File: src/hw/rtl/assert_macros.svh
// Assertion helpers shared by the RTL files.
`ifndef ASSERT_MACROS_SVH
`define ASSERT_MACROS_SVH

// Checked at every rising edge of clk once reset has been released.
`define EPG_ASSERT(lbl, prop, msg) \
  lbl: assert property (@(posedge clk) disable iff (!rst_n) (prop)) else $error(msg);

// Checked at every rising edge of clk, reset cycles included.
`define EPG_ASSERT_ALWAYS(lbl, prop, msg) \
  lbl: assert property (@(posedge clk) (prop)) else $error(msg);

`endif

File: src/hw/rtl/epg_pkg.sv
`default_nettype none
package epg_pkg;

  localparam int unsigned PANEL_HEIGHT = 480;
  localparam int unsigned ROW_BYTES    = 100;
  localparam int unsigned LANES        = 8;

  localparam int unsigned COL_W = (ROW_BYTES > 1) ? $clog2(ROW_BYTES) : 1;
  localparam int unsigned ROW_W = (PANEL_HEIGHT > 1) ? $clog2(PANEL_HEIGHT) : 1;
  localparam int unsigned IDX_W = 19;

  // Texture index advance from one byte column to the next, kept to IDX_W bits.
  localparam logic [IDX_W-1:0] COL_STEP = IDX_W'((8 * PANEL_HEIGHT) % (1 << IDX_W));
  localparam logic [ROW_W-1:0] LAST_REV = ROW_W'(PANEL_HEIGHT - 1);
  localparam logic [COL_W-1:0] LAST_COL = COL_W'(ROW_BYTES - 1);

  // Register indexes on the configuration port.
  localparam logic REG_GRAY_MODE = 1'b0;
  localparam logic REG_INVERT    = 1'b1;

  typedef struct packed {
    logic [IDX_W-1:0] first_index;
    logic             frame_end;
  } pos_t;

  typedef struct packed {
    logic gray_mode;
    logic invert;
  } mode_t;

  // Gray level selected by {mono, high, low} plane bits.
  function automatic logic [7:0] gray_level(input logic [2:0] sel);
    logic [7:0] v;
    case (sel)
      3'd0:    v = 8'd0;
      3'd1:    v = 8'd0;
      3'd2:    v = 8'd170;
      3'd3:    v = 8'd85;
      default: v = 8'd255;
    endcase
    return v;
  endfunction

endpackage
`default_nettype wire

File: src/hw/rtl/epg_if.sv
`default_nettype none
interface epg_in_if;
  logic       valid;
  logic       ready;
  logic [7:0] mono_byte;
  logic [7:0] low_gray_byte;
  logic [7:0] high_gray_byte;
  logic       frame_start;

  modport source (output valid, mono_byte, low_gray_byte, high_gray_byte, frame_start,
                  input ready);
  modport sink   (input valid, mono_byte, low_gray_byte, high_gray_byte, frame_start,
                  output ready);
endinterface

interface epg_out_if;
  logic                           valid;
  logic                           ready;
  logic [7:0]                     gray_0;
  logic [7:0]                     gray_1;
  logic [7:0]                     gray_2;
  logic [7:0]                     gray_3;
  logic [7:0]                     gray_4;
  logic [7:0]                     gray_5;
  logic [7:0]                     gray_6;
  logic [7:0]                     gray_7;
  logic [epg_pkg::IDX_W-1:0]      first_index;
  logic                           frame_end;

  modport source (output valid, gray_0, gray_1, gray_2, gray_3, gray_4, gray_5, gray_6,
                  gray_7, first_index, frame_end, input ready);
  modport sink   (input valid, gray_0, gray_1, gray_2, gray_3, gray_4, gray_5, gray_6,
                  gray_7, first_index, frame_end, output ready);
endinterface
`default_nettype wire

File: src/hw/rtl/epg_lane.sv
`default_nettype none
module epg_lane (
  input  wire logic           mono_bit,
  input  wire logic           high_bit,
  input  wire logic           low_bit,
  input  wire epg_pkg::mode_t mode,
  output logic [7:0]          gray
);

  logic [7:0] level;

  always_comb begin
    if (mode.gray_mode) begin
      level = epg_pkg::gray_level({mono_bit, high_bit, low_bit});
    end else begin
      level = {8{mono_bit}};
    end
  end

  // 255 - v is a plain bitwise complement on eight bits.
  assign gray = mode.invert ? ~level : level;

endmodule
`default_nettype wire

File: src/hw/rtl/epg_pos.sv
`default_nettype none
`include "assert_macros.svh"
module epg_pos (
  input  wire logic          clk,
  input  wire logic          rst_n,
  input  wire logic          advance,
  input  wire logic          frame_start,
  output epg_pkg::pos_t      pos
);

  logic [epg_pkg::COL_W-1:0] byte_column_r, byte_column_nxt;
  logic [epg_pkg::ROW_W-1:0] rev_row_r, rev_row_nxt;
  logic [epg_pkg::IDX_W-1:0] col_base_r, col_base_nxt;

  logic [epg_pkg::COL_W-1:0] cur_col;
  logic [epg_pkg::ROW_W-1:0] cur_rev;
  logic [epg_pkg::IDX_W-1:0] cur_base;
  logic                      last_col;
  logic                      last_row;

  // The row counter is held reversed (PANEL_HEIGHT-1-row), which is what the
  // texture index needs; the column term is kept as a running sum.
  always_comb begin
    cur_col  = frame_start ? '0 : byte_column_r;
    cur_rev  = frame_start ? epg_pkg::LAST_REV : rev_row_r;
    cur_base = frame_start ? '0 : col_base_r;
    last_col = (cur_col == epg_pkg::LAST_COL);
    last_row = (cur_rev == '0);

    pos.first_index = cur_base + epg_pkg::IDX_W'(cur_rev);
    pos.frame_end   = last_col && last_row;

    if (last_col) begin
      byte_column_nxt = '0;
      col_base_nxt    = '0;
      rev_row_nxt     = last_row ? epg_pkg::LAST_REV : cur_rev - 1'b1;
    end else begin
      byte_column_nxt = cur_col + 1'b1;
      col_base_nxt    = cur_base + epg_pkg::COL_STEP;
      rev_row_nxt     = cur_rev;
    end
  end

  always_ff @(posedge clk) begin
    if (!rst_n) begin
      byte_column_r <= '0;
      rev_row_r     <= epg_pkg::LAST_REV;
      col_base_r    <= '0;
    end else if (advance) begin
      byte_column_r <= byte_column_nxt;
      rev_row_r     <= rev_row_nxt;
      col_base_r    <= col_base_nxt;
    end
  end

  `EPG_ASSERT(a_col_range, byte_column_r <= epg_pkg::LAST_COL, "byte column out of range")
  `EPG_ASSERT(a_row_range, rev_row_r <= epg_pkg::LAST_REV, "row counter out of range")
  `EPG_ASSERT(a_base_zero, byte_column_r == '0 |-> col_base_r == '0, "column base not cleared")
  `EPG_ASSERT(a_frame_wrap, advance && pos.frame_end |=> byte_column_r == '0 &&
              rev_row_r == epg_pkg::LAST_REV, "counters did not wrap at frame end")

endmodule
`default_nettype wire

File: src/hw/rtl/eink_plane_to_rotated_gray_unit.sv
`default_nettype none
`include "assert_macros.svh"
// Unpacks one byte column of an e-ink frame per beat into eight gray pixel values plus
// the portrait texture index of the leftmost pixel (pixel k sits PANEL_HEIGHT*k further on).
// Each beat leaves the output register in the cycle after its acceptance, and a new beat is
// accepted every cycle while the result side keeps taking beats; the output register's
// handshake is the only thing that sets the rate. Eight pixel lanes work in parallel.
// Row and column counters follow the stream, restart on frame_start and wrap after the
// last byte of a frame, which is flagged by frame_end. Registers: gray_mode at 0x0, invert
// at 0x4; write them only while no beat is in flight.
module eink_plane_to_rotated_gray_unit (
  input  wire logic        clk,
  input  wire logic        rst_n,
  epg_in_if.sink           in_bus,
  epg_out_if.source        out_bus,
  input  wire logic        psel,
  input  wire logic        penable,
  input  wire logic        pwrite,
  input  wire logic [2:0]  paddr,
  input  wire logic [31:0] pwdata,
  output logic [31:0]      prdata,
  output logic             pready
);

  epg_pkg::mode_t mode_r;
  epg_pkg::pos_t  pos;
  logic           accept;
  logic           cfg_write;
  logic           out_valid_r;
  logic [7:0]     lane_gray [epg_pkg::LANES];
  logic [7:0]     gray_r    [epg_pkg::LANES];
  logic [epg_pkg::IDX_W-1:0] first_index_r;
  logic           frame_end_r;

  assign pready    = 1'b1;
  assign cfg_write = psel && penable && pwrite;

  always_ff @(posedge clk) begin
    if (!rst_n) begin
      mode_r <= '0;
    end else if (cfg_write) begin
      if (paddr[2] == epg_pkg::REG_GRAY_MODE) begin
        mode_r.gray_mode <= pwdata[0];
      end else begin
        mode_r.invert <= pwdata[0];
      end
    end
  end

  always_comb begin
    if (paddr[2] == epg_pkg::REG_GRAY_MODE) begin
      prdata = {31'd0, mode_r.gray_mode};
    end else begin
      prdata = {31'd0, mode_r.invert};
    end
  end

  assign in_bus.ready = !out_valid_r || out_bus.ready;
  assign accept       = in_bus.valid && in_bus.ready;

  for (genvar k = 0; k < epg_pkg::LANES; k++) begin : g_lane
    epg_lane u_lane (
      .mono_bit (in_bus.mono_byte[epg_pkg::LANES-1-k]),
      .high_bit (in_bus.high_gray_byte[epg_pkg::LANES-1-k]),
      .low_bit  (in_bus.low_gray_byte[epg_pkg::LANES-1-k]),
      .mode     (mode_r),
      .gray     (lane_gray[k])
    );
  end

  epg_pos u_pos (
    .clk         (clk),
    .rst_n       (rst_n),
    .advance     (accept),
    .frame_start (in_bus.frame_start),
    .pos         (pos)
  );

  // Merge stage: the lanes' values and the position join in one output beat.
  always_ff @(posedge clk) begin
    if (!rst_n) begin
      out_valid_r <= 1'b0;
    end else if (in_bus.ready) begin
      out_valid_r <= in_bus.valid;
    end
  end

  always_ff @(posedge clk) begin
    if (accept) begin
      gray_r        <= lane_gray;
      first_index_r <= pos.first_index;
      frame_end_r   <= pos.frame_end;
    end
  end

  assign out_bus.valid       = out_valid_r;
  assign out_bus.gray_0      = gray_r[0];
  assign out_bus.gray_1      = gray_r[1];
  assign out_bus.gray_2      = gray_r[2];
  assign out_bus.gray_3      = gray_r[3];
  assign out_bus.gray_4      = gray_r[4];
  assign out_bus.gray_5      = gray_r[5];
  assign out_bus.gray_6      = gray_r[6];
  assign out_bus.gray_7      = gray_r[7];
  assign out_bus.first_index = first_index_r;
  assign out_bus.frame_end   = frame_end_r;

  `EPG_ASSERT(a_no_overrun, out_valid_r && !out_bus.ready |-> !accept,
              "beat accepted while result is stalled")
  `EPG_ASSERT(a_accept_loads, accept |=> out_valid_r, "accepted beat not presented")
  `EPG_ASSERT_ALWAYS(a_reset_idle, !rst_n |=> !out_valid_r, "output valid after reset")

endmodule
`default_nettype wire
File: src/flat_wrapper.sv
// flat-port wrapper written by rule: the top's interface ports become plain ports
module eink_plane_to_rotated_gray_unit_flat 
  (clk, rst_n, psel, penable, pwrite, paddr, pwdata, prdata, pready, in_bus_valid, in_bus_mono_byte, in_bus_low_gray_byte, in_bus_high_gray_byte, in_bus_frame_start, in_bus_ready, out_bus_valid, out_bus_gray_0, out_bus_gray_1, out_bus_gray_2, out_bus_gray_3, out_bus_gray_4, out_bus_gray_5, out_bus_gray_6, out_bus_gray_7, out_bus_first_index, out_bus_frame_end, out_bus_ready);
  epg_in_if in_bus_i ();
  epg_out_if out_bus_i ();
  input  wire logic clk;
  input  wire logic rst_n;
  input  wire logic psel;
  input  wire logic penable;
  input  wire logic pwrite;
  input  wire logic [2:0] paddr;
  input  wire logic [31:0] pwdata;
  output logic [31:0] prdata;
  output logic pready;
  input wire logic [$bits(in_bus_i.valid)-1:0] in_bus_valid;
  input wire logic [$bits(in_bus_i.mono_byte)-1:0] in_bus_mono_byte;
  input wire logic [$bits(in_bus_i.low_gray_byte)-1:0] in_bus_low_gray_byte;
  input wire logic [$bits(in_bus_i.high_gray_byte)-1:0] in_bus_high_gray_byte;
  input wire logic [$bits(in_bus_i.frame_start)-1:0] in_bus_frame_start;
  output wire logic [$bits(in_bus_i.ready)-1:0] in_bus_ready;
  output wire logic [$bits(out_bus_i.valid)-1:0] out_bus_valid;
  output wire logic [$bits(out_bus_i.gray_0)-1:0] out_bus_gray_0;
  output wire logic [$bits(out_bus_i.gray_1)-1:0] out_bus_gray_1;
  output wire logic [$bits(out_bus_i.gray_2)-1:0] out_bus_gray_2;
  output wire logic [$bits(out_bus_i.gray_3)-1:0] out_bus_gray_3;
  output wire logic [$bits(out_bus_i.gray_4)-1:0] out_bus_gray_4;
  output wire logic [$bits(out_bus_i.gray_5)-1:0] out_bus_gray_5;
  output wire logic [$bits(out_bus_i.gray_6)-1:0] out_bus_gray_6;
  output wire logic [$bits(out_bus_i.gray_7)-1:0] out_bus_gray_7;
  output wire logic [$bits(out_bus_i.first_index)-1:0] out_bus_first_index;
  output wire logic [$bits(out_bus_i.frame_end)-1:0] out_bus_frame_end;
  input wire logic [$bits(out_bus_i.ready)-1:0] out_bus_ready;
  assign in_bus_i.valid = in_bus_valid;
  assign in_bus_i.mono_byte = in_bus_mono_byte;
  assign in_bus_i.low_gray_byte = in_bus_low_gray_byte;
  assign in_bus_i.high_gray_byte = in_bus_high_gray_byte;
  assign in_bus_i.frame_start = in_bus_frame_start;
  assign in_bus_ready = in_bus_i.ready;
  assign out_bus_valid = out_bus_i.valid;
  assign out_bus_gray_0 = out_bus_i.gray_0;
  assign out_bus_gray_1 = out_bus_i.gray_1;
  assign out_bus_gray_2 = out_bus_i.gray_2;
  assign out_bus_gray_3 = out_bus_i.gray_3;
  assign out_bus_gray_4 = out_bus_i.gray_4;
  assign out_bus_gray_5 = out_bus_i.gray_5;
  assign out_bus_gray_6 = out_bus_i.gray_6;
  assign out_bus_gray_7 = out_bus_i.gray_7;
  assign out_bus_first_index = out_bus_i.first_index;
  assign out_bus_frame_end = out_bus_i.frame_end;
  assign out_bus_i.ready = out_bus_ready;
  eink_plane_to_rotated_gray_unit u_core (.clk(clk), .rst_n(rst_n), .in_bus(in_bus_i), .out_bus(out_bus_i), .psel(psel), .penable(penable), .pwrite(pwrite), .paddr(paddr), .pwdata(pwdata), .prdata(prdata), .pready(pready));
endmodule
File: config.mk
export PLATFORM = sky130hd
export DESIGN_NAME = eink_plane_to_rotated_gray_unit_flat
export DESIGN_NICKNAME = d
export VERILOG_FILES = /design/src/hw/rtl/epg_pkg.sv /design/src/hw/rtl/epg_if.sv /design/src/hw/rtl/epg_lane.sv /design/src/hw/rtl/epg_pos.sv /design/src/hw/rtl/eink_plane_to_rotated_gray_unit.sv /design/src/flat_wrapper.sv
export VERILOG_INCLUDE_DIRS = /design/src /design/src/hw/rtl
export SDC_FILE = /design/constraint.sdc
export NUM_CORES = 1
export LEC_CHECK = 0
export BUFFER_PORTS_ARGS = -buffer_cell sky130_fd_sc_hd__buf_2
export CAP_MARGIN = 10
export CORE_ASPECT_RATIO = 0.8
export CORE_UTILIZATION = 25
export DETAILED_ROUTE_END_ITERATION = 8
export MAX_ROUTING_LAYER = met4
export PLACE_DENSITY = 0.5
export SLEW_MARGIN = 15
export SYNTH_ARGS = -nofsm -noshare
export SYNTH_HDL_FRONTEND = slang
export SYNTH_SLANG_ARGS = --single-unit
File: constraint.sdc
create_clock -name clk -period 6.9 [get_ports clk]
set_input_delay 1.38 -clock clk [delete_from_list [all_inputs] [get_ports clk]]
set_output_delay 1.38 -clock clk [all_outputs]
set_load 0.03 [all_outputs]
# Yosys cells after proc, flatten, opt, wreduce, memory -nomap -nowiden
# Cells that the tools add are included.
[totals] ff_bits=122 in_bits=67 out_inout_bits=119
[classes] n_addsub=4 n_eq_ne=25 mux=32 bitwise_logic=9 n_reduce_logical=25
[ops] operator="8-bit one-hot mux with 3 select lines" n=8
[ops] operator="8-bit 2-to-1 mux" n=16
[ops] operator="8-bit NOT" n=8
[ops] operator="3-bit by 2-bit equality test with 1-bit output (second input constant)" n=16
[ops] operator="19-bit 2-to-1 mux" n=2
[ops] operator="9-bit 2-to-1 mux" n=3
[ops] operator="3-bit by 1-bit equality test with 1-bit output (second input constant)" n=8
[ops] operator="3-bit logical NOT" n=8
[ops] operator="19-bit by 12-bit adder with 19-bit output (second input constant)" n=1
[ops] operator="19-bit by 9-bit adder with 19-bit output" n=1
[ops] operator="2-bit OR reduction" n=8
[ops] operator="7-bit 2-to-1 mux" n=2
[ops] operator="9-bit logical NOT" n=1
[ops] operator="9-bit by 1-bit subtractor with 9-bit output (second input constant)" n=1
[ops] operator="7-bit by 1-bit adder with 7-bit output (second input constant)" n=1
[ops] operator="7-bit equality test (second input constant)" n=1
[ops] operator="1-bit logical AND" n=4
[ops] operator="2-bit AND reduction" n=2
[ops] operator="1-bit logical NOT" n=1
[ops] operator="1-bit logical OR" n=1
[ops] operator="1-bit 2-to-1 mux" n=1
[ops] operator="1-bit NOT" n=1

# Logic depth before layout (Yosys ltp)
# Gate-level depths: netlist of run 1.
[logic_depth] depth_word=6 ltp_mapped=15 ltp_nobuf=9

# Hierarchy
# A second synthesis of run 1 with hierarchy kept.
[unflattened] cells_unflattened=570 hier_area_um2=6291.0
[by_module_without_submodules] mod="eink_plane_to_rotated_gray_unit" instances=1 cells_per_inst=133 area_each_um2=2911.5
[by_module_without_submodules] mod="epg_pos" instances=1 cells_per_inst=333 area_each_um2=2578.7
[by_module_without_submodules] mod="epg_lane" instances=8 cells_per_inst=13 area_each_um2=100.1

# Worst setup path before layout of run 1
# OpenSTA, ideal clock, no wires.
[synth_timing] kind="input port to flip-flop" start="in in_bus_frame_start" end="reg u_core.u_pos.rev_row_r[6] in the netlist's numbering" t_arrival_ns=3.917 path_slack_ns=2.847 path_stages=13 path_buffers=6 cell_sequence="buf_6 buf_2 buf_2 clkbuf_1 buf_1 nor2b_1 ha_1 nand4b_4 or4_1 buf_2 or4_4 o41ai_2 nand3_1"
[synth_between] elab_chain_cells=4 word_cells_on_any_way=7 classes_between="add/sub (1); eq/ne (1); mux (4); reduce/logical (1)"
[synth_lines] element="start: declaration" line_no="flat_wrapper.sv:19" text="input wire logic [$bits(in_bus_i.frame_start)-1:0] in_bus_frame_start;"
[synth_lines] element="9-bit 2-to-1 mux" line_no="epg_pos.sv:25" text="cur_rev = frame_start ? epg_pkg::LAST_REV : rev_row_r;"
[synth_lines] element="9-bit by 1-bit subtractor with 9-bit output / 9-bit logical NOT (equally long branches)" line_no="epg_pos.sv:36, epg_pos.sv:28"
[synth_lines] element="9-bit 2-to-1 mux" line_no="epg_pos.sv:36" text="rev_row_nxt = last_row ? epg_pkg::LAST_REV : cur_rev - 1'b1;"
[synth_lines] element="9-bit 2-to-1 mux *" line_no="epg_pos.sv:33" text="if (last_col) begin"
[synth_lines] element="end signal: assignment" line_no="epg_pos.sv:47" text="rev_row_r <= epg_pkg::LAST_REV;"
[synth_lines] element="end signal: assignment" line_no="epg_pos.sv:51" text="rev_row_r <= rev_row_nxt;"
[synth_lines] element="end: declaration" line_no="epg_pos.sv:12" text="logic [epg_pkg::ROW_W-1:0] rev_row_r, rev_row_nxt;"
# Mark *: on every way between the ends. The rest lies on a longest branch, timed or not.
# A chain may end at the register's enable or synchronous reset.

==> summary.json, run 1 <==
{
  "finish.instance_area_um2": 5438,
  "syn-cell-area_um2": 4802,
  "ys_warn_count": 0,
  "max_frequency_mhz": 251.9,
  "postSynthCellCount": 536,
  "overall_global_routing_usage_pct": 11.71,
  "dp.final_hpwl_mm": 7.694,
  "detailed_place.area_um2": 5132,
  "detail_route.wl_per_cell_um": 12.81,
  "critical_path.cell_chain": "buf_2 -> buf_4 -> or2_1 -> ha_1 -> and4b_1 -> nor4_1 -> a211oi_1 -> a311oi_2 -> mux2i_1 -> nand2_1",
  "power.leakage_nw": 2.167,
  "clock_sinks": 74,
  "number_of_distinct_standard_cells_referenced_by_the_synthesized_netlist": 64,
  "worst_supply_voltage_drop_on_vdd_v": 0.0001122,
  "power.density_nw_per_um2": 214.7,
  "cp_top_family": "simple AND/OR/NAND/NOR gates",
  "num-nets-final": 669,
  "area_growth_pct": 13.24,
  "cts_inserted_buffers": 9,
  "grt_pass1_wl_mm": 17.66,
  "die-height_um": 126.0,
  "setup_violations": 0,
  "cts_tree": "built",
  "critPathArrivalTime_ns": 4.06,
  "end_point_of_the_critical_path": "u_core.out_bus.first_index[12]",
  "grt_setup_unrepaired": "no",
  "synthTopCellsByArea": "edfxtp_1 (23%), dfxtp_1 (16%), buf_4 (13%)",
  "run_status": "complete, no violations",
  "finalSetupTns_ns": 0,
  "crit_path_top_delay_cell": "buf_4",
  "dominantRegCellSynth": "dfxtp_1",
  "design.core.area_um2": 18500,
  "port_buffers": 120,
  "path_depth": 10,
  "setup.worst_path.start_class": "input pin",
  "synth-edff-count": 36,
  "netlist.top_cell.by_area": "edfxtp_1",
  "hold_buf_cts": 0,
  "die_width_um": 157.0,
  "reg_to_reg_setup_timing_slack_ns": 4.00,
  "grt_pass1_vias": 3356,
  "hold_viol": 0,
  "insertedDiodeCount": 0,
  "routabilityCongestion": 0.7938,
  "worstSetupStartpoint": "in_bus_frame_start",
  "worst_r2r_path_depth": 7,
  "cts_setup_buffers": 0,
  "worstHoldPathType": "register to register",
  "worst_ep_required_time_ns": 6.99,
  "ant_nets": 0,
  "drt-initial-drc-count": 176,
  "globalRoute.totalOverflow": 0,
  "cts.root.buffer_cell": "clkbuf_16",
  "drc": 0,
  "clkSlewWorstSetupHoldPaths_ns": 0.06,
  "cts_buffer_depth": 2,
  "report.final.slew_viol_count": 0,
  "regToRegEndpoint": "u_core.u_pos.col_base_r[0]",
  "synth_top_area_share_pct": 22.51,
  "most_common_cell_after_layout_fill_and_taps_aside": "buf_2",
  "crit_buf_inv": 2,
  "worst_slew_margin_rel_pct": 32.98,
  "antenna_found_initial": 0,
  "worst_setup_path_class": "input pin to register",
  "pin_count_of_the_biggest_net_entering_global_routing": 46,
  "die_outline_area_um2": 19770,
  "period_needed_ns": 3.970,
  "postSynthAreaPerCell_um2": 8.959,
  "rr_startpoint": "u_core.u_pos.byte_column_r[0]",
  "ys_seq_area_share_pct": 38.35,
  "vias_per_cell": 4.382,
  "timing.critical_path.slowest_cell_delay_ns": 0.45,
  "most_frequent_cells_in_the_layout": "buf_2 (120), nand2_1 (40), dfxtp_1 (38)",
  "timing.final.crit_share_pct": 57.54,
  "io_pins": 186,
  "worst_slew_pin_slew_ns": 0.9964,
  "async_reset_ff_share_pct": 0,
  "worst_setup_path_end_kind": "register",
  "row_count": 44,
  "yosys_register_bits": 74,
  "drive_gt1_share_pct": 26.25,
  "post_cts_resized": 0,
  "wirelength_mm": 10.90,
  "dr_total_vias": 3729,
  "cts.htree.levels": 3,
  "initial_utilization_pct": 25.96,
  "worstSkewPairLatency_ns": 0.34,
  "crit_path_max_fo": 45,
  "drtPass1Iterations": 5,
  "maxCapViolations": 0,
  "worst_clock_skew_ns": 0.008826
}
## state kept, by name, summed over array words and instances, names as in the netlist
name	flops
u_core.out_bus.gray_5	2
u_core.mode_r	2
u_core.out_bus.frame_end	1
u_core.out_bus.gray_0	2
u_core.out_bus.valid	1
u_core.out_bus.gray_7	2
u_core.out_bus.gray_3	2
u_core.u_pos.byte_column_r	7
u_core.u_pos.rev_row_r	9
u_core.out_bus.gray_1	2
u_core.out_bus.gray_6	2
u_core.out_bus.first_index	19
u_core.out_bus.gray_4	2
u_core.out_bus.gray_2	2
u_core.u_pos.col_base_r	19
## layout make-up
class,count,area [um^2]
Sequential cell,74,1842
Fill cell,1983,13060
Clock buffer,11,252.7
Tap cell,253,316.6
Clock inverter,5,52.55
Inverter,16,60.06
Timing Repair Buffer,122,615.6
Multi-Input combinational cell,370,2298
## logic make-up (layout without fill, tap and decap cells)
kind of cell             Yosys count  after routing  share of synthesized area (%)
other                              2             32                         0.1564
AO/OA/AOI/OAI                    116            116                          15.58
multiplexers                       9              9                          1.954
buffers and inverters            122            154                          16.13
adder cells (fa/ha/maj)            9              9                          2.345
XOR/XNOR                          33             33                          6.019
flip-flops                        74             74                          38.35
AND/OR/NAND/NOR                  171            171                          19.46
## synth_stat cells (2+ instances only)
cell       n
nand2b_1   2
nand4_1    6
and2_1     9
o211a_1    2
buf_4     80
nor2b_1   23
a31o_2     2
xor2_1     6
mux2i_1    6
or2_2      4
a21boi_0  10
o21ai_0   28
edfxtp_1  36
nor3_1    16
mux2_2     2
clkbuf_1  17
a22oi_1    3
inv_1     15
nor4_2     3
o22ai_1    4
nor2_1    28
nand3_1    9
dfxtp_1   38
a211oi_1   2
xnor2_1   27
a21oi_1   26
ha_1       9
and4b_1    2
o21ai_1    4
buf_2      7
and4_1     3
a31oi_1   19
nor3b_1    4
nand2_1   40
conb_1     2
nor4_1     6
or3_1      4
and3_1     6
## power breakdown
group	leakage (nW)	internal, W	total, W	switching [W]
Sequential	0.638	0.000478	0.000492	0.0000138
Clock	0.151	0.000298	0.000482	0.000184
Combinational	1.38	0.0000506	0.000194	0.000143
## metrics by stage
stage | util, % | setup slack, ns | std cells | total power, W | hold WS (ns)
global route | 29.40 | 2.707 | 851 | 0.001223 | 0.4700
global placement | 27.75 | 2.642 | 835 | 0.0006954 | 0.4362
detailed placement | 27.75 | 2.610 | 835 | 0.0006962 | 0.4376
floorplan | - | 2.847 | 566 | 0.0006805 | 0.4214
finish | 29.40 | 2.930 | 851 | 0.001168 | 0.4537
CTS | 29.40 | 2.959 | 851 | 0.001185 | 0.4551
## per-layer routing
metal  share of wire [%]  wire length, um  global-route usage [%]  up-vias
met2                  45             4905                   16.99       75
met5                   0                0                       -        -
met3                 3.2              353                   2.099        8
met1                  51             5510                   15.95     1744
met4                 1.2              130                   4.671        0
li1                    -                -                       -     1902
## worst min path at each step
stage | from | to | slack (ns) | cells past startpoint
finish | u_core.u_pos.col_base_r[0] | u_core.u_pos.col_base_r[0] | 0.45 | 1
global route | u_core.u_pos.col_base_r[7] | u_core.u_pos.col_base_r[7] | 0.47 | 1
CTS | u_core.u_pos.col_base_r[0] | u_core.u_pos.col_base_r[0] | 0.46 | 1
detailed placement | u_core.u_pos.col_base_r[7] | u_core.u_pos.col_base_r[7] | 0.44 | 1
global placement | u_core.u_pos.col_base_r[7] | u_core.u_pos.col_base_r[7] | 0.44 | 1
floorplan | u_core.u_pos.col_base_r[0] | u_core.u_pos.col_base_r[0] | 0.42 | 1
Note: power is estimated with default switching activity, not from simulation.
==> run 2: changes to the inputs <==
--- a/config.mk
+++ b/config.mk
@@ -6,13 +6,14 @@
 export SDC_FILE = /design/constraint.sdc
 export NUM_CORES = 1
 export LEC_CHECK = 0
+export ABC_AREA = 1
 export BUFFER_PORTS_ARGS = -buffer_cell sky130_fd_sc_hd__buf_2
 export CAP_MARGIN = 10
 export CORE_ASPECT_RATIO = 0.8
 export CORE_UTILIZATION = 25
 export DETAILED_ROUTE_END_ITERATION = 8
 export MAX_ROUTING_LAYER = met4
-export PLACE_DENSITY = 0.5
+export PLACE_DENSITY = 0.49
 export SLEW_MARGIN = 15
 export SYNTH_ARGS = -nofsm -noshare
 export SYNTH_HDL_FRONTEND = slang
==> constraint.sdc (replaced) <==
create_clock -name clk -period 4 [get_ports clk]
set_input_delay 0.8 -clock clk [delete_from_list [all_inputs] [get_ports clk]]
set_output_delay 0.8 -clock clk [all_outputs]
set_load 0.03 [all_outputs]
==> run 2 against run 1 <==
Count of clock-buffer cells in the layout up 2; sequential power is 75% higher; combinational power grew 97%; synthesized cell count grew 27%; sequential share of layout area decreased by 2.1 points; total power rose by 75%; non-clock buffer count is 2 higher; worst hold slack lost 0.013 ns; clock skew decreased by 0.0039 ns; wire length grew 9.2%; worst setup slack worse by 1.8 ns; largest cell class unchanged.
==> summary.json, run 2 <==
{
  "most_common_cell_after_layout_fill_and_taps_aside": "nand2_1",
  "synth_common_cells": "nand2_1 (155), buf_4 (81), inv_1 (78), nor2_1 (59), dfxtp_1 (38)",
  "pin_count_of_the_biggest_net_entering_global_routing": 34,
  "hold_viol": 0,
  "clkSlewWorstSetupHoldPaths_ns": 0.06,
  "max_frequency_mhz": 352.4,
  "worstHoldPathType": "register to register",
  "overall_global_routing_usage_pct": 12.06,
  "worstSkewPairLatency_ns": 0.34,
  "synth-edff-count": 36,
  "routabilityCongestion": 0.8711,
  "row_count": 46,
  "design.core.area_um2": 19970,
  "timing.critical_path.slowest_cell_delay_ns": 0.32,
  "dp.final_hpwl_mm": 9.052,
  "die_width_um": 162,
  "worst_setup_path_class": "input pin to register",
  "global_route.peak_usage_layer": "met2",
  "postLayoutCoreUtil_pct": 29.04,
  "postSynthCellCount": 680,
  "die_outline_area_um2": 21060,
  "net_switching_w": 0.0006179,
  "run_status": "complete, no violations",
  "port_buffers": 120,
  "setup_violations": 0,
  "yosys_register_bits": 74,
  "critical_path.cell_chain": "buf_2 -> inv_2 -> nand2_1 -> o21ai_2 -> inv_1 -> ha_1 -> or2_1 -> nand2_2 -> nand2_2 -> nand2_1 -> nand2_2 -> nand2_1 -> nand2_1 -> nand2_1 -> nand2_1",
  "drive_gt1_share_pct": 26.06,
  "drt-initial-drc-count": 176,
  "num-nets-final": 827,
  "setup.worst_path.start_class": "input pin",
  "clock_sinks": 74,
  "most_frequent_cells_in_the_layout": "nand2_1 (155), buf_2 (120), inv_1 (77)",
  "finalSetupTns_ns": 0,
  "period_needed_ns": 2.837,
  "worst_ep_required_time_ns": 4.09,
  "worst_setup_path_end_kind": "register",
  "ys_seq_area_share_pct": 35.97,
  "dr_total_vias": 4114,
  "critical-path-top-cell-by-count": "nand2_1",
  "power.internal_w": 0.001427,
  "die-height_um": 130,
  "crit_buf_inv": 3,
  "cp_top_family": "simple AND/OR/NAND/NOR gates",
  "report.final.slew_viol_count": 0,
  "worst_supply_voltage_drop_on_vdd_v": 0.0001958,
  "syn-cell-area_um2": 5120,
  "cts_buffer_depth": 2,
  "drc": 0,
  "dominantRegCellSynth": "dfxtp_1",
  "antenna_found_initial": 0,
  "synthTopCellsByArea": "edfxtp_1 (21%), dfxtp_1 (15%), buf_4 (12%)",
  "crit_path_top_delay_cell": "inv_2",
  "cts_inserted_buffers": 9,
  "yosys.area_share.adder_pct": 2.199,
  "number_of_distinct_standard_cells_referenced_by_the_synthesized_netlist": 40,
  "wirelength_mm": 11.90,
  "cts.htree.levels": 3,
  "io_pins": 186,
  "insertedDiodeCount": 0,
  "ys_warn_count": 0,
  "synthMuxAreaShare_pct": 0,
  "combinational_family_with_the_most_area_after_synthesis": "simple AND/OR/NAND/NOR gates",
  "globalRoute.totalOverflow": 0,
  "final_cells": 1020,
  "grtUsageMet2_pct": 17.82,
  "ant_nets": 0,
  "initial_utilization_pct": 25.64,
  "gr-usage-met1_pct": 16.52,
  "power.leakage_nw": 2.656,
  "comb_power_share_pct": 18.7,
  "power.share.sequential_pct": 42.0,
  "cts.root.buffer_cell": "clkbuf_16",
  "post_cts_resized": 0,
  "hold_buf_cts": 0,
  "area_growth_pct": 13.29,
  "grt_pass1_vias": 3802,
  "maxCapViolations": 0,
  "worst_slew_pin_slew_ns": 1.125,
  "synth_xor_area_share_pct": 4.961,
  "worst_slew_margin_rel_pct": 24.94,
  "netlist.top_cell.by_area": "edfxtp_1",
  "detail_route.wl_per_cell_um": 11.67,
  "worst_clock_skew_ns": 0.004892,
  "vias_per_cell": 4.033,
  "power.density_nw_per_um2": 352.6,
  "cts_tree": "built",
  "synth_top_area_share_pct": 21.11,
  "postSynthAreaPerCell_um2": 7.529,
  "grt_pass1_wl_mm": 19.15,
  "crit_path_max_fo": 23,
  "synthSimpleGateAreaFrac_pct": 27.52,
  "synth.most_common_cell": "nand2_1",
  "fraction_of_the_mapped_netlist_area_in_compound_gates_pct": 9.433,
  "async_reset_ff_share_pct": 0,
  "grt_setup_unrepaired": "no",
  "gr-usage-met3_pct": 1.780,
  "pwr-share-clk_pct": 39.3,
  "cts_setup_buffers": 0,
  "drtPass1Iterations": 4,
  "power.switching_fraction_pct": 30.21,
  "n_fill_cell": 2167,
  "timing.final.crit_share_pct": 70.94,
  "dpl.cell_count": 1004,
  "critPathArrivalTime_ns": 2.93
}
==> run 2: cell types whose count changed after synthesis, sizes merged, moves of 9 or more <==
cell,previous run,this run
nand3,9,41
and2,9,0
xor2,6,24
xnor2,27,5
nor4,9,0
nor2b,23,0
a31oi,19,8
nor2,28,73
inv,15,88
nand2,40,173
a21boi,11,0
o21ai,32,21
==> run 2: layer usage <==
layer	wire length [um]	share of wire [%]	vias up
met5	0	0	-
met4	157	1.3	0
met3	480	4.0	8
met2	5135	43	76
met1	6127	51	1828
li1	-	-	2202
==> run 2: layout make-up <==
type	count	area [um^2]	share of cell area, %
Timing Repair Buffer	124	630.6	10.87
Clock inverter	3	38.79	0.6687
Clock buffer	13	250.2	4.314
Sequential cell	74	1842	31.75
Inverter	88	330.3	5.695
Tap cell	264	330.3	5.695
Multi-Input combinational cell	454	2379	41.01
==> run 2: cell families after synthesis <==
kind of cell	after synthesis
other cells	2
fa+ha+maj	9
xor+xnor	29
buf+inv	182
simple gates	303
compound gates	81
flops	74
==> run 2: worst paths after layout <==
| path | start | endpoint | slack, ns | cells past startpoint |
|---|---|---|---|---|
| worst max-delay path | in_bus_frame_start | u_core.out_bus.first_index[12] | 1.16 | 15 |
| worst min-delay path | u_core.u_pos.col_base_r[7] | u_core.u_pos.col_base_r[7] | 0.44 | 2 |
| worst max register to register | u_core.u_pos.rev_row_r[0] | u_core.out_bus.first_index[12] | 1.81 | 13 |
| worst min register to register | u_core.u_pos.col_base_r[7] | u_core.u_pos.col_base_r[7] | 0.44 | 2 |
==> run 2: worst register-to-register path: stages, from the launching register on <==
cell     delay (ns)
dfxtp_1        0.31
nor2_1         0.19
inv_1          0.12
ha_1           0.27
ha_1           0.19
or2_1          0.29
nand2_2        0.11
nand2_2        0.06
nand2_1        0.09
nand2_2        0.08
nand2_1        0.09
nand2_1        0.05
nand2_1        0.05
nand2_1        0.05
==> run 2: power groups by stage <==
stage	Clock [W]	Combinational, W	Sequential (W)
6_report	0.000804	0.000383	0.000859
5_1_grt	0.000861	0.000419	0.000864
4_1_cts	0.000835	0.000385	0.000859
3_5_place_dp	0	0.000384	0.000875
3_3_place_gp	0	0.000384	0.000874
2_1_floorplan	0	0.000306	0.000917
==> run 2: per-stage QoR <==
stage | setup WS [ns] | total power (W) | hold slack (ns) | cell area, um^2
3_5_place_dp | 0.7782 | 0.001260 | 0.4358 | 5512
4_1_cts | 1.147 | 0.002080 | 0.4445 | 5801
2_1_floorplan | 0.8922 | 0.001222 | 0.4249 | 5233
6_report | 1.163 | 0.002045 | 0.4412 | 5801
5_1_grt | 0.8870 | 0.002145 | 0.4631 | 5801
3_3_place_gp | 0.8003 | 0.001258 | 0.4349 | 5512
==> run 3: changes to the inputs <==
--- a/config.mk
+++ b/config.mk
@@ -6,14 +6,14 @@
 export SDC_FILE = /design/constraint.sdc
 export NUM_CORES = 1
 export LEC_CHECK = 0
-export ABC_AREA = 1
+export ABC_AREA = 0
 export BUFFER_PORTS_ARGS = -buffer_cell sky130_fd_sc_hd__buf_2
 export CAP_MARGIN = 10
 export CORE_ASPECT_RATIO = 0.8
 export CORE_UTILIZATION = 25
 export DETAILED_ROUTE_END_ITERATION = 8
 export MAX_ROUTING_LAYER = met4
-export PLACE_DENSITY = 0.49
+export PLACE_DENSITY = 0.5
 export SLEW_MARGIN = 15
 export SYNTH_ARGS = -nofsm -noshare
 export SYNTH_HDL_FRONTEND = slang
==> constraint.sdc (replaced) <==
create_clock -name clk -period 2.8 [get_ports clk]
set_input_delay 0.56 -clock clk [delete_from_list [all_inputs] [get_ports clk]]
set_output_delay 0.56 -clock clk [all_outputs]
set_load 0.03 [all_outputs]
==> run 3 against run 2 <==
Utilization rose by 2.5 points; global-route usage rose by 0.059 points; total power rose by 42%; largest power group unchanged; critical path depth fell by 6; register-to-register slack got worse by 1.4 ns; clock skew rose by 0.0026 ns; wire length fell by 4.4%; sequential power rose by 41%; die area fell by 6.1%.
==> summary.json, run 3 (same netlist as run 1, synthesis figures left out) <==
{
  "clock_sinks": 74,
  "grt_setup_unrepaired": "no",
  "insertedDiodeCount": 0,
  "timing.critical_path.slowest_cell_delay_ns": 0.33,
  "cts.htree.levels": 3,
  "most_frequent_cells_in_the_layout": "buf_2 (120), buf_4 (42), nand2_1 (39)",
  "critPathArrivalTime_ns": 2.55,
  "drive_gt1_share_pct": 32.61,
  "grt_pass1_wl_mm": 18.24,
  "vias_per_cell": 4.336,
  "period_needed_ns": 2.455,
  "worst_supply_voltage_drop_on_vdd_v": 0.0002957,
  "n_fill_cell": 2018,
  "worst_ep_required_time_ns": 2.90,
  "dpl.cell_count": 878,
  "cts_setup_buffers": 0,
  "cts.root.buffer_cell": "clkbuf_16",
  "final_cells": 894,
  "overall_global_routing_usage_pct": 12.12,
  "ant_nets": 0,
  "grt_pass1_vias": 3516,
  "worstSkewPairLatency_ns": 0.34,
  "hold_viol": 0,
  "worst_slew_pin_slew_ns": 0.5849,
  "crit_path_max_fo": 7,
  "cts_buffer_depth": 2,
  "worst_slew_margin_rel_pct": 60.96,
  "dr_total_vias": 3876,
  "die-height_um": 126.0,
  "most_common_cell_after_layout_fill_and_taps_aside": "buf_2",
  "row_count": 44,
  "finish.instance_area_um2": 5842,
  "die_width_um": 157.0,
  "detail_route.wl_per_cell_um": 12.73,
  "finalSetupTns_ns": 0,
  "num-nets-final": 712,
  "worstHoldPathType": "register to register",
  "worst_clock_skew_ns": 0.007444,
  "drc": 0,
  "report.final.slew_viol_count": 0,
  "wirelength_mm": 11.38,
  "power.leakage_nw": 2.380,
  "area_growth_pct": 21.65,
  "cts_inserted_buffers": 9,
  "routabilityCongestion": 0.8187,
  "post_cts_resized": 0,
  "dp.final_hpwl_mm": 8.550,
  "detailed_place.area_um2": 5545,
  "setup_violations": 0,
  "globalRoute.totalOverflow": 0,
  "power.density_nw_per_um2": 496.6,
  "cts_tree": "built",
  "io_pins": 186,
  "initial_utilization_pct": 25.96,
  "reg_to_reg_setup_timing_slack_ns": 0.39,
  "crit_path_top_delay_cell": "nor4_2",
  "antenna_found_initial": 0,
  "worst_setup_path_class": "input pin to register",
  "critical_path.cell_chain": "buf_2 -> or2_1 -> ha_1 -> and4b_1 -> nor4_2 -> a211oi_1 -> a311oi_2 -> mux2i_1 -> nand2_1",
  "drtPass1Iterations": 4,
  "port_buffers": 120,
  "run_status": "complete, no violations",
  "design.core.area_um2": 18500,
  "setup.worst_path.start_class": "input pin",
  "die_outline_area_um2": 19770,
  "maxCapViolations": 0,
  "worst_setup_path_end_kind": "register",
  "timing.final.crit_share_pct": 87.68,
  "max_frequency_mhz": 407.3,
  "hold_buf_cts": 0,
  "drt-initial-drc-count": 219,
  "clkSlewWorstSetupHoldPaths_ns": 0.06,
  "pin_count_of_the_biggest_net_entering_global_routing": 35
}
-- run 3: cell types whose count changed in the layout (fill, tap and decap cells not counted), moves of 9 or more --
| cell | change |
|---|---|
| and2_1 | +9 |
| xor2_1 | -18 |
| a21boi_0 | +9 |
| nor2b_1 | +23 |
| inv_2 | -10 |
| nand2_1 | -116 |
| a31oi_1 | +11 |
| nor2_1 | -33 |
| inv_1 | -63 |
| o21ai_0 | +12 |
| nand2_2 | -11 |
| buf_4 | +38 |
| xnor2_1 | +22 |
| nand3_1 | -28 |
-- run 3: layer usage --
metal,track usage [%],vias up,wire length (um)
met5,-,-,0
met4,5.190,0,199
met3,2.030,13,586
met2,17.12,93,4943
met1,16.85,1785,5652
li1,-,1985,-
-- run 3: path summary, 6_finish.rpt --
path | startpoint | cells past startpoint | end
max | in_bus_frame_start | 9 | u_core.out_bus.first_index[12]
min reg2reg | u_core.u_pos.col_base_r[7] | 1 | u_core.u_pos.col_base_r[7]
min | u_core.u_pos.col_base_r[7] | 1 | u_core.u_pos.col_base_r[7]
max reg2reg | u_core.u_pos.rev_row_r[3] | 8 | u_core.out_bus.first_index[12]
-- run 3: final cells by class --
type / count / area (um^2) / share of cell area (%)
clock buffer: 11 / 242.7 / 4.155
clock inverter: 5 / 53.80 / 0.9210
inverter: 16 / 60.06 / 1.028
multi-input combinational: 370 / 2351 / 40.24
sequential: 74 / 1842 / 31.53
tap: 253 / 316.6 / 5.419
timing repair buffer: 165 / 975.9 / 16.71
-- run 3: critical path, delay by kind of cell --
kind,cells,cell delay [ns]
AOI/OAI and AO/OA,2,0.44
adders and majority gates,1,0.29
buffers and inverters,1,0.17
muxes,1,0.22
and+or+nand+nor,4,0.86
-- run 3: stage by stage --
stage / total power [W] / worst slack (ns) / utilization [%] / hold WS [ns]
global route: 0.003025 / 0.1230 / 31.58 / 0.4691
floorplan: 0.001685 / -0.2283 / - / 0.4214
global placement: 0.001747 / -0.02072 / 29.98 / 0.4355
CTS: 0.002949 / 0.3320 / 31.58 / 0.4535
detailed placement: 0.001750 / -0.02693 / 29.98 / 0.4362
finish: 0.002901 / 0.3450 / 31.58 / 0.4516
-- run 3: power by group --
part,internal [W],total (W),switching (W)
logic,0.000151,0.000514,0.000363
clock network,0.000712,0.00118,0.000467
registers,0.00118,0.00121,0.0000289
total,0.00204,0.00290,0.000859
